## src/bctp_pkg.sv

```systemverilog
// shared types and constants for the capability tlv parser
`default_nettype none

package bctp_pkg;

   localparam int unsigned QUEUE_DEPTH = 4;
   localparam logic [7:0] CAP_PARAM_TYPE = 8'd2;

   typedef enum logic [6:0] {
      PH_STOP  = 7'b0000001,
      PH_PTYPE = 7'b0000010,
      PH_PLEN  = 7'b0000100,
      PH_SKIP  = 7'b0001000,
      PH_CCODE = 7'b0010000,
      PH_CLEN  = 7'b0100000,
      PH_CVAL  = 7'b1000000
   } phase_type;

   localparam logic KIND_HEADER = 1'b0;
   localparam logic KIND_VALUE  = 1'b1;

   typedef struct packed {
      logic       kind;
      logic [7:0] code;
      logic [7:0] length;
      logic [7:0] vbyte;
      logic [7:0] vidx;
      logic       last;
   } result_type;

endpackage

`default_nettype wire

```

## src/bctp_front.sv

```systemverilog
// front end: walks the parameter and capability structure one byte per transfer
`default_nettype none

module bctp_front (
   input  wire                 clock,
   input  wire                 reset,
   input  wire                 in_valid,
   output logic                in_ready,
   input  wire  [7:0]          data_byte,
   input  wire                 block_start,
   input  wire  [7:0]          block_len,
   output logic                push_valid,
   input  wire                 push_ready,
   output bctp_pkg::result_type push_data
);
   import bctp_pkg::*;

   phase_type  phase_ff, phase_in;
   logic [7:0] blk_ff, blk_in;
   logic [7:0] prm_ff, prm_in;
   logic       incap_ff, incap_in;
   logic [7:0] code_ff, code_in;
   logic [7:0] len_ff, len_in;
   logic [7:0] vc_ff, vc_in;

   logic       accept;
   logic       emit;
   result_type res;

   assign in_ready   = push_ready;
   assign accept     = in_valid & in_ready;
   assign push_valid = accept & emit;
   assign push_data  = res;

   always_comb begin
      phase_type  ph;
      logic [7:0] blk;
      logic [7:0] prm;
      logic       incap;
      logic [7:0] left;
      logic [7:0] prm_dec;
      logic       last;

      ph    = phase_ff;
      blk   = blk_ff;
      prm   = prm_ff;
      incap = incap_ff;
      if (block_start) begin
         blk   = block_len;
         prm   = 8'd0;
         incap = 1'b0;
         ph    = (block_len == 8'd0) ? PH_STOP : PH_PTYPE;
      end
      left     = blk - 8'd1;
      prm_dec  = prm - 8'd1;
      last     = ({1'b0, vc_ff} + 9'd1) >= {1'b0, len_ff};

      phase_in = ph;
      blk_in   = blk;
      prm_in   = prm;
      incap_in = incap;
      code_in  = code_ff;
      len_in   = len_ff;
      vc_in    = vc_ff;
      emit     = 1'b0;
      res      = '0;

      if (ph == PH_STOP || blk == 8'd0) begin
         phase_in = PH_STOP;
      end else begin
         blk_in = left;
         case (ph)
            PH_PTYPE: begin
               if (blk < 8'd2) begin
                  phase_in = PH_STOP;
               end else begin
                  incap_in = (data_byte == CAP_PARAM_TYPE);
                  prm_in   = 8'd0;
                  phase_in = PH_PLEN;
               end
            end
            PH_PLEN: begin
               if (data_byte > left) begin
                  phase_in = PH_STOP;
               end else begin
                  prm_in = data_byte;
                  if (data_byte == 8'd0)
                     phase_in = PH_PTYPE;
                  else
                     phase_in = incap ? PH_CCODE : PH_SKIP;
               end
            end
            PH_SKIP: begin
               prm_in = prm_dec;
               if (prm_dec == 8'd0)
                  phase_in = PH_PTYPE;
            end
            PH_CCODE: begin
               // a lone byte left in the parameter is reread as a parameter type
               if (prm < 8'd2) begin
                  if (blk < 8'd2) begin
                     phase_in = PH_STOP;
                  end else begin
                     incap_in = (data_byte == CAP_PARAM_TYPE);
                     prm_in   = 8'd0;
                     phase_in = PH_PLEN;
                  end
               end else begin
                  code_in  = data_byte;
                  prm_in   = prm_dec;
                  phase_in = PH_CLEN;
               end
            end
            PH_CLEN: begin
               if (data_byte > prm_dec) begin
                  prm_in   = 8'd0;
                  phase_in = PH_PTYPE;
               end else begin
                  prm_in     = prm_dec;
                  len_in     = data_byte;
                  vc_in      = 8'd0;
                  emit       = 1'b1;
                  res.kind   = KIND_HEADER;
                  res.code   = code_ff;
                  res.length = data_byte;
                  res.vbyte  = 8'd0;
                  res.vidx   = 8'd0;
                  res.last   = (data_byte == 8'd0);
                  if (data_byte == 8'd0)
                     phase_in = (prm_dec == 8'd0) ? PH_PTYPE : PH_CCODE;
                  else
                     phase_in = PH_CVAL;
               end
            end
            PH_CVAL: begin
               prm_in     = (prm != 8'd0) ? prm_dec : prm;
               emit       = 1'b1;
               res.kind   = KIND_VALUE;
               res.code   = code_ff;
               res.length = len_ff;
               res.vbyte  = data_byte;
               res.vidx   = vc_ff;
               res.last   = last;
               vc_in      = vc_ff + 8'd1;
               if (last)
                  phase_in = (prm_in == 8'd0) ? PH_PTYPE : PH_CCODE;
            end
            default: begin
               phase_in = PH_STOP;
            end
         endcase
         if (left == 8'd0)
            phase_in = PH_STOP;
      end
   end

   always_ff @(posedge clock) begin
      if (reset) begin
         phase_ff <= PH_STOP;
         blk_ff   <= 8'd0;
         prm_ff   <= 8'd0;
         incap_ff <= 1'b0;
         code_ff  <= 8'd0;
         len_ff   <= 8'd0;
         vc_ff    <= 8'd0;
      end else if (accept) begin
         phase_ff <= phase_in;
         blk_ff   <= blk_in;
         prm_ff   <= prm_in;
         incap_ff <= incap_in;
         code_ff  <= code_in;
         len_ff   <= len_in;
         vc_ff    <= vc_in;
      end
   end

endmodule

`default_nettype wire

```

## src/bctp_queue.sv

```systemverilog
// short result queue between the parser front end and the output stage
`default_nettype none

module bctp_queue #(
   parameter int unsigned DEPTH = bctp_pkg::QUEUE_DEPTH
) (
   input  wire                  clock,
   input  wire                  reset,
   input  wire                  push_valid,
   output logic                 push_ready,
   input  bctp_pkg::result_type push_data,
   output logic                 pop_valid,
   input  wire                  pop_ready,
   output bctp_pkg::result_type pop_data
);
   import bctp_pkg::*;

   localparam int unsigned PW = (DEPTH > 1) ? $clog2(DEPTH) : 1;
   localparam int unsigned CW = $clog2(DEPTH + 1);
   localparam logic [PW-1:0] LAST_PTR = PW'(DEPTH - 1);
   localparam logic [CW-1:0] FULL_CNT = CW'(DEPTH);

   result_type     mem_ff [DEPTH];
   logic [PW-1:0]  wr_ptr_ff, wr_ptr_in;
   logic [PW-1:0]  rd_ptr_ff, rd_ptr_in;
   logic [CW-1:0]  count_ff, count_in;
   logic           do_push, do_pop;

   assign push_ready = (count_ff != FULL_CNT);
   assign pop_valid  = (count_ff != '0);
   assign pop_data   = mem_ff[rd_ptr_ff];
   assign do_push    = push_valid & push_ready;
   assign do_pop     = pop_valid & pop_ready;

   always_comb begin
      wr_ptr_in = wr_ptr_ff;
      rd_ptr_in = rd_ptr_ff;
      count_in  = count_ff;
      if (do_push)
         wr_ptr_in = (wr_ptr_ff == LAST_PTR) ? '0 : wr_ptr_ff + PW'(1);
      if (do_pop)
         rd_ptr_in = (rd_ptr_ff == LAST_PTR) ? '0 : rd_ptr_ff + PW'(1);
      if (do_push && !do_pop)
         count_in = count_ff + CW'(1);
      else if (do_pop && !do_push)
         count_in = count_ff - CW'(1);
   end

   always_ff @(posedge clock) begin
      if (reset) begin
         wr_ptr_ff <= '0;
         rd_ptr_ff <= '0;
         count_ff  <= '0;
      end else begin
         wr_ptr_ff <= wr_ptr_in;
         rd_ptr_ff <= rd_ptr_in;
         count_ff  <= count_in;
      end
   end

   always_ff @(posedge clock) begin
      if (do_push)
         mem_ff[wr_ptr_ff] <= push_data;
   end

endmodule

`default_nettype wire

```

## src/bctp_back.sv

```systemverilog
// output stage: drains the queue into the registered result channel
`default_nettype none

module bctp_back (
   input  wire                  clock,
   input  wire                  reset,
   input  wire                  pop_valid,
   output logic                 pop_ready,
   input  bctp_pkg::result_type pop_data,
   output logic                 out_valid,
   input  wire                  out_ready,
   output bctp_pkg::result_type out_data
);
   import bctp_pkg::*;

   logic       valid_ff, valid_in;
   result_type data_ff;

   // reload whenever the held result leaves or the register is empty
   assign pop_ready = ~valid_ff | out_ready;
   assign valid_in  = pop_valid | (valid_ff & ~out_ready);
   assign out_valid = valid_ff;
   assign out_data  = data_ff;

   always_ff @(posedge clock) begin
      if (reset)
         valid_ff <= 1'b0;
      else
         valid_ff <= valid_in;
   end

   always_ff @(posedge clock) begin
      if (pop_valid && pop_ready)
         data_ff <= pop_data;
   end

endmodule

`default_nettype wire

```

## src/bgp_capability_tlv_parser.sv

```systemverilog
// top level of the bgp open capability parameter parser
//
//   channel   dir   tdata                                        tuser        tlast
//   req_      in    [7:0] data_byte, [15:8] block_len            block_start  -
//   rsp_      out   [7:0] cap_id, [15:8] cap_length,             item_kind    cap_last
//                   [23:16] value_byte, [31:24] value_index
//
// one byte is taken per cycle while the queue has room; the parser decides each byte combinationally
// a result reaches rsp_ by way of the queue and then the output register: parser into queue, queue into output register
// synchronous reset empties the queue and output register and stops parsing until a block start
// req_tready falls only when the queue is full, i.e. after rsp_tready has been low for a while
`default_nettype none

module bgp_capability_tlv_parser #(
   parameter int unsigned QUEUE_DEPTH = bctp_pkg::QUEUE_DEPTH
) (
   input  wire         clock,
   input  wire         reset,
   input  wire         req_tvalid,
   output logic        req_tready,
   input  wire  [15:0] req_tdata,   // data_byte, block_len
   input  wire         req_tuser,   // block_start
   output logic        rsp_tvalid,
   input  wire         rsp_tready,
   output logic [31:0] rsp_tdata,   // cap_id, cap_length, value_byte, value_index
   output logic        rsp_tuser,   // item_kind
   output logic        rsp_tlast    // cap_last
);
   import bctp_pkg::*;

   logic       push_valid, push_ready;
   result_type push_data;
   logic       pop_valid, pop_ready;
   result_type pop_data;
   result_type out_data;

   bctp_front u_front (
      .clock       (clock),
      .reset       (reset),
      .in_valid    (req_tvalid),
      .in_ready    (req_tready),
      .data_byte   (req_tdata[7:0]),
      .block_start (req_tuser),
      .block_len   (req_tdata[15:8]),
      .push_valid  (push_valid),
      .push_ready  (push_ready),
      .push_data   (push_data)
   );

   bctp_queue #(
      .DEPTH (QUEUE_DEPTH)
   ) u_queue (
      .clock      (clock),
      .reset      (reset),
      .push_valid (push_valid),
      .push_ready (push_ready),
      .push_data  (push_data),
      .pop_valid  (pop_valid),
      .pop_ready  (pop_ready),
      .pop_data   (pop_data)
   );

   bctp_back u_back (
      .clock     (clock),
      .reset     (reset),
      .pop_valid (pop_valid),
      .pop_ready (pop_ready),
      .pop_data  (pop_data),
      .out_valid (rsp_tvalid),
      .out_ready (rsp_tready),
      .out_data  (out_data)
   );

   assign rsp_tdata = {out_data.vidx, out_data.vbyte, out_data.length, out_data.code};
   assign rsp_tuser = out_data.kind;
   assign rsp_tlast = out_data.last;

   // an empty block start never yields a result
   a_empty_block: assert property (@(posedge clock) disable iff (reset)
      (req_tvalid && req_tready && req_tuser && req_tdata[15:8] == 8'd0) |-> !push_valid)
      else $error("result from an empty block");

   a_zero_len_header: assert property (@(posedge clock) disable iff (reset)
      (push_valid && push_data.kind == KIND_HEADER && push_data.length == 8'd0)
         |-> push_data.last)
      else $error("zero-length capability header not marked last");

   a_value_index: assert property (@(posedge clock) disable iff (reset)
      (push_valid && push_data.kind == KIND_VALUE) |-> (push_data.vidx < push_data.length))
      else $error("value index beyond capability length");

   a_reset_idle: assert property (@(posedge clock)
      reset |=> !rsp_tvalid)
      else $error("result valid right after reset");

endmodule

`default_nettype wire
```

## config.mk

```make
export PLATFORM = sky130hd
export DESIGN_NAME = bgp_capability_tlv_parser
export DESIGN_NICKNAME = d
export VERILOG_FILES = /design/src/bctp_pkg.sv /design/src/bctp_front.sv /design/src/bctp_queue.sv /design/src/bctp_back.sv /design/src/bgp_capability_tlv_parser.sv
export SDC_FILE = /design/constraint.sdc
export NUM_CORES = 1
export LEC_CHECK = 0
export BUFFER_PORTS_ARGS = -buffer_cell sky130_fd_sc_hd__buf_4
export CAP_MARGIN = 20
export CORE_ASPECT_RATIO = 0.9
export CORE_MARGIN = 3
export CORE_UTILIZATION = 40
export DETAILED_ROUTE_END_ITERATION = 10
export PLACE_DENSITY = 0.58
export SYNTH_ARGS = -nofsm -noshare
export SYNTH_HDL_FRONTEND = slang
export SYNTH_SLANG_ARGS = --single-unit
export TNS_END_PERCENT = 1
```

## constraint.sdc

```tcl
create_clock -name clock -period 11.5 [get_ports clock]
set_input_delay 0.575 -clock clock [delete_from_list [all_inputs] [get_ports clock]]
set_output_delay 0.575 -clock clock [all_outputs]
set_load 0.1 [all_outputs]
```

==> qor.csv, run 1 <==
metric;value;unit
setup_tns;0;ns
post-place-ws;6.436;ns
yosysSeqAreaShare;0.5976;
drv_slew;0;
worstSetupPathType;input port to flop;
gp_congestion;0.8905;
hold_viol;0;
instances_no_fill;1240;
routed_wl;23990;um
worstHoldStart;rsp_tready;
coreArea;25390;um2
fin_nets;933;
syn_to_final_growth;14.89;%
ys_dominant_reg_cell;edfxtp_1;
cap_viol_max_count;0;
ir_drop;0.1015;mV
ys_warn_count;0;
grt_overflow;0;
layout_min_cycle_time;4.644;ns
yosys_register_bits;226;
syn_inst;822;
io_pins;57;
arrival;5.11;ns
drc_errors;0;
tritoncts;done;
synth_top_area_share;0.4900;
track_usage;0.1718;
yosys.area.top_type;edfxtp_1;
cp-end-kind;flop;
synth_common_cells;edfxtp_1 (170), nand2_1 (79), nor2_1 (62);
worstPathCellList;buf_4, mux2i_1, ha_1, o21ai_1, or3_1, xnor2_1, nor2_1, a21oi_1, inv_1, ha_1, and4_1, or3_1, a31oi_1, a221o_1, a31oi_1, a221oi_1, a31o_1;
insertion_delay;0.53;ns
drt_iter0_drc;615;
netlist_top_cells_area;edfxtp_1 (49%), dfxtp_1 (11%), mux4_2 (7.3%), ha_1 (3.8%), nand2_1 (2.8%);
hold_class;input port to flop;
grt_pass1_wl;38540;um
synthesis.nets;876;
cts_root_buf;clkbuf_16;
num_vias;6853;
post_synth_num_cell_types;74;
p_int;1.589;mW
post-dp-hpwl;15500;um
worst_pin_slew;0.9897;ns
die_y;159.1;um
die_w;176.1;um
layout_setup_ws;6.856;ns
post_cts.repair.setup_buffers;0;
synth_most_common_cell;edfxtp_1;
fillers;2264;
row_count;55;
power_switching;1.045;mW
first_pass_iters;6;
cts_buffer_depth;3;
clkPwrFrac;0.283;
dieArea;28020;um2
rsz0062_at_grt;false;
grt_max_degree;52;
cts.htree.levels;1;
fmax;0.2153;GHz
async_flop_share;0;
cts.reportedPaths.clkPinSlew;0.05;ns
power.density;220.0;nW/um2
r2r_start;u_front.blk_ff[0];
dp_cells;1194;
final_layout_size_suffix_gt1_frac;0.1726;
grt_pass1_vias;6802;
antenna-diode-count;0;
finalCritPeriodShare;0.4038;
required;11.97;ns
syn_area;10420;um2
initial_utilization;0.4103;
cp_num_buf_inv;2;
setup_violations;0;
postRouteAntennaNets;0;
cts_hold_buffers;0;
synth_edf_count;170;
p_sw_frac;0.3968;
syn_area_per_cell;12.67;um2
antenna_found_initial;0;
wl_per_cell;19.34;um
crit_family;compound AO/OA/AOI/OAI gates;
place_area;11200;um2
p_leak;3.879;nW
stdcell_area;11970;um2
startpoint;req_tuser;
status;finished, final reports clean;
critPathLaunchType;input port;
portBuffers;56;
cp_slowest_stage_delay;0.75;ns
clock-sinks;226;
clock_skew;0.01383;ns
post_cts_resized;0;
p_seq_frac;0.381;
worst_slew_margin_rel;0.3298;
slowest_stage;a31oi_1;
crit_fanout;39;
cts_made_buffers;25;
comb_power_share;0.336;
via_per_inst;5.527;
## routing by layer
layer  vias to the layer above  GRT usage  share of wire
met2                       180     0.2648           0.46
met4                         0    0.04570          0.022
met1                      3388     0.2541           0.47
met5                         -          0              0
met3                        39    0.02718          0.049
li1                       3246          -              -
## final cells by class
| cell class | instances | area [um2] | area share |
|---|---|---|---|
| Clock buffer | 33 | 665.6 | 0.05561 |
| Clock inverter | 13 | 101.3 | 0.008467 |
| Inverter | 28 | 105.1 | 0.008780 |
| Multi-Input combinational cell | 531 | 3940 | 0.3292 |
| Sequential cell | 226 | 6227 | 0.5202 |
| Tap cell | 342 | 427.9 | 0.03575 |
| Timing Repair Buffer | 67 | 503.0 | 0.04202 |
## tightest hold or removal path, cell delays in order
cell,delay (ns)
buf_4,0.08
inv_1,0.06
nand2_1,0.07
a21oi_1,0.05
## kinds of logic (layout without fill, tap and decap cells)
logic type | count (synthesis) | count (layout) | synth area share
flip-flops | 226 | 226 | 0.5976
AO/OA/AOI/OAI | 151 | 151 | 0.09644
buffers and inverters | 65 | 141 | 0.02534
AND/OR/NAND/NOR | 275 | 275 | 0.1321
multiplexers | 54 | 54 | 0.09283
adder cells (fa/ha/maj) | 34 | 34 | 0.04143
XOR/XNOR | 17 | 17 | 0.01429
## power by group through the flow
| stage | sequential [mW] | clock, mW | combinational [mW] |
|---|---|---|---|
| after floorplan | 1.48 | 0 | 0.247 |
| after global placement | 1.02 | 0 | 0.892 |
| after detailed placement | 1.02 | 0 | 0.892 |
| after CTS | 1.00 | 0.764 | 0.894 |
| after global routing | 1.01 | 0.804 | 0.931 |
| final | 1.00 | 0.746 | 0.886 |
## sequential cells by signal (all words and copies together) (netlist names)
register and cells:
u_queue.mem_ff 136, u_back.out_data 34, u_front.blk_ff 8, u_front.code_ff 8
u_front.len_ff 8, u_front.prm_ff 8, u_front.vc_ff 8, u_front.phase_ff 7
u_queue.count_ff 3, u_queue.rd_ptr_ff 2, u_queue.wr_ptr_ff 2, u_back.out_valid 1
u_front.incap_ff 1
## path summary, 6_finish.rpt
kind                   endpoint  slack [ns]  cells past startpoint
max           u_front.prm_ff[2]        6.86                     17
min            u_back.out_valid        0.36                      4
max reg2reg   u_front.prm_ff[2]        7.06                     16
min reg2reg  u_front.code_ff[6]        0.45                      2
## per-stage QoR
step,power (mW),hold WS (ns),util
2_1_floorplan,1.728,0.4273,-
3_3_place_gp,1.911,0.4375,0.4412
3_5_place_dp,1.913,0.4482,0.4412
4_1_cts,2.661,0.3477,0.4714
5_1_grt,2.745,0.3901,0.4714
6_report,2.634,0.3605,0.4714
## placed cells by master, fill, tap and decap left out, types with 11 or more instances in the layout
cell type	instances
a21oi_1	49
a22oi_1	12
and2_1	17
and3_1	21
buf_4	67
clkbuf_16	25
dfxtp_1	55
edfxtp_1	170
ha_1	32
inv_1	27
mux2i_1	19
mux4_2	34
nand2_1	79
nand3_1	16
nand4_1	11
nor2_1	62
nor2b_1	11
nor3_1	17
o21ai_0	26
No activity file was read; power rests on OpenSTA's default activity.
==> run 2, diff against run 1 <==
--- a/config.mk
+++ b/config.mk
@@ -11,7 +11,7 @@
 export CORE_MARGIN = 3
 export CORE_UTILIZATION = 40
 export DETAILED_ROUTE_END_ITERATION = 10
-export PLACE_DENSITY = 0.58
+export PLACE_DENSITY = 0.6
 export SYNTH_ARGS = -nofsm -noshare
 export SYNTH_HDL_FRONTEND = slang
 export SYNTH_SLANG_ARGS = --single-unit
==> constraint.sdc (replaced) <==
create_clock -name clock -period 3.9 [get_ports clock]
set_input_delay 0.195 -clock clock [delete_from_list [all_inputs] [get_ports clock]]
set_output_delay 0.195 -clock clock [all_outputs]
set_load 0.1 [all_outputs]
==> qor.csv, run 2 (same netlist as run 1, synthesis figures left out) <==
metric;value;unit
status;finished, final reports clean;
clock_skew;0.01337;ns
layout_min_cycle_time;3.687;ns
power.density;634.1;nW/um2
post-route-util;0.4870;
slowest_stage;or4b_2;
row_count;55;
dieArea;28020;um2
cp_slowest_stage_delay;0.63;ns
worst_path_most_repeated_cell;nor2_1;
coreArea;25390;um2
hold_viol;0;
via_per_inst;5.514;
drv_slew;0;
worstSetupPathType;input port to flop;
place_area;11490;um2
layout_common_cells;edfxtp_1 (170), buf_4 (93), nand2_1 (79);
cap_viol_max_count;0;
required;4.29;ns
grt_overflow;0;
gp_congestion;0.9353;
track_usage;0.1744;
arrival;4.08;ns
multiInputGateArea;4038;um2
fin_nets;967;
routed.top_layer;met4;
wl_per_cell;19.21;um
stdcell_area;12370;um2
worst_slew_margin_rel;0.3589;
worst_pin_slew;0.9542;ns
worstPathCellList;dlygate4sd3_1, buf_4, or4b_2, a21bo_2, nor2_1, xor2_1, nand2_1, o21ai_1, inv_1, ha_1, a211oi_2, nor2_1, or3_4, nand3_2, o21ai_2, o21a_1, o32ai_1, a21oi_1;
cts_root_buf;clkbuf_16;
rsz0062_at_grt;true;
setup_violations;0;
grt_pass1_wl;39020;um
p_leak;4.055;nW
portBuffers;56;
cts.reportedPaths.clkPinSlew;0.07;ns
initial_utilization;0.4103;
tritoncts;done;
antenna-diode-count;0;
finalCritPeriodShare;0.9454;
wl_met2;11030;um
drt-met1-wl;11670;um
critPathLaunchType;input port;
fillers;2198;
top_register;u_queue.mem_ff;
setup_tns;0;ns
cts_buffer_depth;3;
seq_area;6228;um2
ir_drop;0.3090;mV
layout_commonest_cell;edfxtp_1;
hold_class;input port to flop;
post-place-ws;0.005218;ns
wl_met3;1207;um
postRouteAntennaNets;0;
layout_setup_ws;0.2130;ns
cts_made_buffers;25;
cp-end-kind;flop;
crit_fanout;6;
clock-sinks;226;
cts.htree.levels;1;
num_vias;7019;
drc_errors;0;
io_pins;57;
drt_iter0_drc;513;
antenna_found_initial;0;
die_w;176.1;um
grt_max_degree;52;
fmax;0.2712;GHz
die_y;159.1;um
first_pass_iters;5;
routed_wl;24450;um
final_layout_size_suffix_gt1_frac;0.2191;
grt_pass1_vias;6969;
syn_to_final_growth;18.69;%
largest_reg_flops;136;
post-dp-hpwl;15930;um
insertion_delay;0.53;ns
run 2: cell types whose count changed in the layout (fill, tap and decap cells not counted), moves of 2 or more:
cell / change
clkinv_2: +2
a31oi_1: -2
buf_4: +26
clkinv_1: -2
buf_12: +4
o21ai_0: -2
clkbuf_1: -2
dlygate4sd3_1: +4
run 2: where the power goes:
group | internal, mW | switching, mW
Clock | 1.21 | 0.952
Sequential | 2.84 | 0.125
Combinational | 0.641 | 2.08
Total | 4.69 | 3.15
run 2: layout make-up:
class / instances / area share
Sequential cell: 226 / 0.5037
Clock inverter: 14 / 0.007285
Multi-Input combinational cell: 531 / 0.3265
Clock buffer: 31 / 0.05322
Tap cell: 342 / 0.03460
Inverter: 28 / 0.008499
Timing Repair Buffer: 101 / 0.06617
run 2: metal layers:
metal | track usage | vias to the layer above
met5 | 0 | -
met4 | 0.04390 | 0
met3 | 0.02480 | 37
met2 | 0.2690 | 196
met1 | 0.2606 | 3474
li1 | - | 3312
run 2: metrics by stage:
step / hold slack [ns] / power [mW] / instances
6_report: 0.02657 / 7.841 / 1273
5_1_grt: 0.02635 / 8.170 / 1273
4_1_cts: 0.001207 / 7.882 / 1271
3_5_place_dp: 0.4403 / 5.708 / 1222
3_3_place_gp: 0.4373 / 5.696 / 1222
2_1_floorplan: 0.3355 / 5.105 / 822
run 2: what timing repair did:
item / 4_1_cts / 5_1_grt
endpoints found under the hold margin: 4 / 0
hold buffers: 4 / 0
setup endpoints to repair: 0 / 10
gates resized for setup: 0 / 13
buffers inserted: 0 / 2
run 2: path summary, 6_finish.rpt:
path                           start             endpoint  slack (ns)  depth (start not counted)
setup / recovery       req_tdata[10]    u_front.prm_ff[7]        0.21                         18
hold / removal          req_tdata[3]   u_front.code_ff[3]        0.03                          3
setup reg to reg   u_front.prm_ff[0]  u_queue.count_ff[2]        0.22                         17
hold reg to reg   u_front.code_ff[4]   u_front.code_ff[4]        0.45                          2
run 2: critical path, delay by kind of cell:
kind                       cells  cell delay [ns]
adders and majority gates      1             0.30
and+or+nand+nor                6             1.37
xor gates and xnor gates       1             0.15
buffers and inverters          3             0.75
AOI/OAI and AO/OA              7             1.31
==> run 3, diff against run 2 <==
--- a/config.mk
+++ b/config.mk
@@ -11,7 +11,6 @@
 export CORE_MARGIN = 3
 export CORE_UTILIZATION = 40
 export DETAILED_ROUTE_END_ITERATION = 10
-export PLACE_DENSITY = 0.6
 export SYNTH_ARGS = -nofsm -noshare
 export SYNTH_HDL_FRONTEND = slang
 export SYNTH_SLANG_ARGS = --single-unit
==> constraint.sdc (replaced) <==
create_clock -name clock -period 3.54 [get_ports clock]
set_input_delay 0.177 -clock clock [delete_from_list [all_inputs] [get_ports clock]]
set_output_delay 0.177 -clock clock [all_outputs]
set_load 0.1 [all_outputs]
==> qor.csv, run 3 (same netlist as run 1, synthesis figures left out) <==
metric;value;unit
power_switching;3.467;mW
grt_max_degree;52;
die_w;176.1;um
layout_common_cells;edfxtp_1 (170), buf_4 (121), nand2_1 (79);
crit_fanout;4;
finalCritPeriodShare;0.9975;
grt_overflow;0;
fillers;2227;
p_leak;4.200;nW
drc_errors;0;
multiInputGateArea;4153;um2
wl_per_cell;18.62;um
setup_violations;0;
required;3.99;ns
startpoint;u_front.prm_ff[1];
cap_viol_max_count;0;
met1_usage;0.2578;
syn_to_final_growth;21.83;%
dieArea;28020;um2
worst_slew_margin_rel;0.3608;
gr-usage-met2;0.2602;
design_power_total;8.709;mW
top_register;u_queue.mem_ff;
worstHoldStart;req_tdata[1];
power.density;686.1;nW/um2
clkPwrFrac;0.273;
place_area;11790;um2
r2r_start;u_front.prm_ff[1];
antenna-diode-count;0;
insertion_delay;0.52;ns
first_pass_iters;5;
grt_pass1_wl;38460;um
initial_utilization;0.4103;
fmax;0.2832;GHz
comb_power_share;0.354;
cts_buffer_depth;3;
num_vias;7027;
cts.reportedPaths.clkPinSlew;0.06;ns
layout_commonest_cell;edfxtp_1;
row_count;55;
tritoncts;done;
p_sw_frac;0.3982;
track_usage;0.1712;
drt_iter0_drc;575;
grt_pass1_vias;6873;
p_seq_frac;0.373;
hold_viol;0;
seq_area;6230;um2
gp_congestion;0.9069;
grtUsageMet3;0.02909;
postRouteAntennaNets;0;
cts_root_buf;clkbuf_16;
worstSetupPathType;flop to flop;
p_int;5.241;mW
coreArea;25390;um2
routed_wl;24200;um
rsz0062_at_grt;true;
largest_reg_flops;136;
cts_made_buffers;24;
io_pins;57;
critPathLaunchType;flop;
antenna_found_initial;0;
worst_pin_slew;0.9439;ns
portBuffers;56;
cts.htree.levels;1;
cp-end-kind;flop;
slowest_stage;or4_4;
die_y;159.1;um
clock_skew;0.009274;ns
ir_drop;0.3492;mV
layout_min_cycle_time;3.531;ns
hold_class;input port to flop;
worstPathCellList;buf_4, or4_4, nand2_1, nor3b_2, ha_1, nor2_1, a21oi_1, o31ai_2, maj3_2, o211ai_4, a31o_4, inv_6, ha_4, inv_2, fa_2, xor2_1, or3_1, a21oi_2;
stdcell_area;12690;um2
grt.busiest_layer;met2;
status;finished, final reports clean;
drv_slew;0;
post-dp-hpwl;16030;um
cp_slowest_stage_delay;0.47;ns
fin_nets;994;
clock-sinks;226;
r2r_setup_slack;0.009;ns
final_layout_size_suffix_gt1_frac;0.2651;
arrival;3.98;ns
via_per_inst;5.405;
[run 3: changes by cell type in the layout (fill, tap and decap cells not counted), sizes merged]
cell      before  now
buf           97  125
bufinv         0    1
clkinv        11    9
clkinvlp       1    3
inv           30   28
[run 3: power groups by stage]
stage / Clock [mW] / Sequential, mW / Combinational, mW
after floorplan: 0 / 4.81 / 0.854
after global placement: 0 / 3.30 / 3.03
after detailed placement: 0 / 3.31 / 3.04
after CTS: 2.45 / 3.25 / 3.05
after global routing: 2.55 / 3.28 / 3.23
final: 2.38 / 3.25 / 3.08
[run 3: timing repair]
item,CTS,global route
hold buffers,4,0
endpoints found under the setup margin,2,57
hold endpoints to repair,4,0
pin swaps,1,4
gates resized for setup,2,22
setup buffers,1,0
[run 3: metal layers]
| metal | part of all wire | up-vias | wire length [um] |
|---|---|---|---|
| li1 | - | 3365 | - |
| met1 | 0.48 | 3410 | 11570 |
| met2 | 0.44 | 210 | 10620 |
| met3 | 0.059 | 42 | 1425 |
| met4 | 0.024 | 0 | 588 |
| met5 | 0 | - | 0 |
[run 3: per-stage QoR]
stage	TNS [ns]	worst slack (ns)	hold WS, ns	util	cells
2_1_floorplan	-0.05958	-0.02367	0.3175	-	822
3_3_place_gp	-0.05169	-0.05169	0.4363	0.4641	1251
3_5_place_dp	-0.1726	-0.06787	0.4403	0.4641	1251
4_1_cts	-0.04044	-0.04044	0.0009335	0.4956	1300
5_1_grt	-0.7988	-0.1581	0.01549	0.4999	1300
6_report	0	0.008883	0.01495	0.4999	1300
[run 3: cell type report]
class | instances | area share
Sequential cell | 226 | 0.4908
Inverter | 28 | 0.008674
Clock inverter | 13 | 0.008477
Clock buffer | 31 | 0.05017
Tap cell | 342 | 0.03371
Timing Repair Buffer | 129 | 0.08103
Multi-Input combinational cell | 531 | 0.3272
[run 3: path summary, 6_finish.rpt]
path,to,cells past startpoint
worst max-delay path,u_queue.count_ff[2],18
worst min-delay path,u_front.code_ff[1],3
worst max register to register,u_queue.count_ff[2],18
worst min register to register,u_front.code_ff[4],2
[run 3: critical path: cells and delay by family (launching register included)]
family / cells / cell delay [ns]
xor gates and xnor gates: 1 / 0.16
buffers and inverters: 3 / 0.23
DFF: 1 / 0.34
adders and majority gates: 4 / 1.02
AOI/OAI and AO/OA: 5 / 0.60
and+or+nand+nor: 5 / 1.12
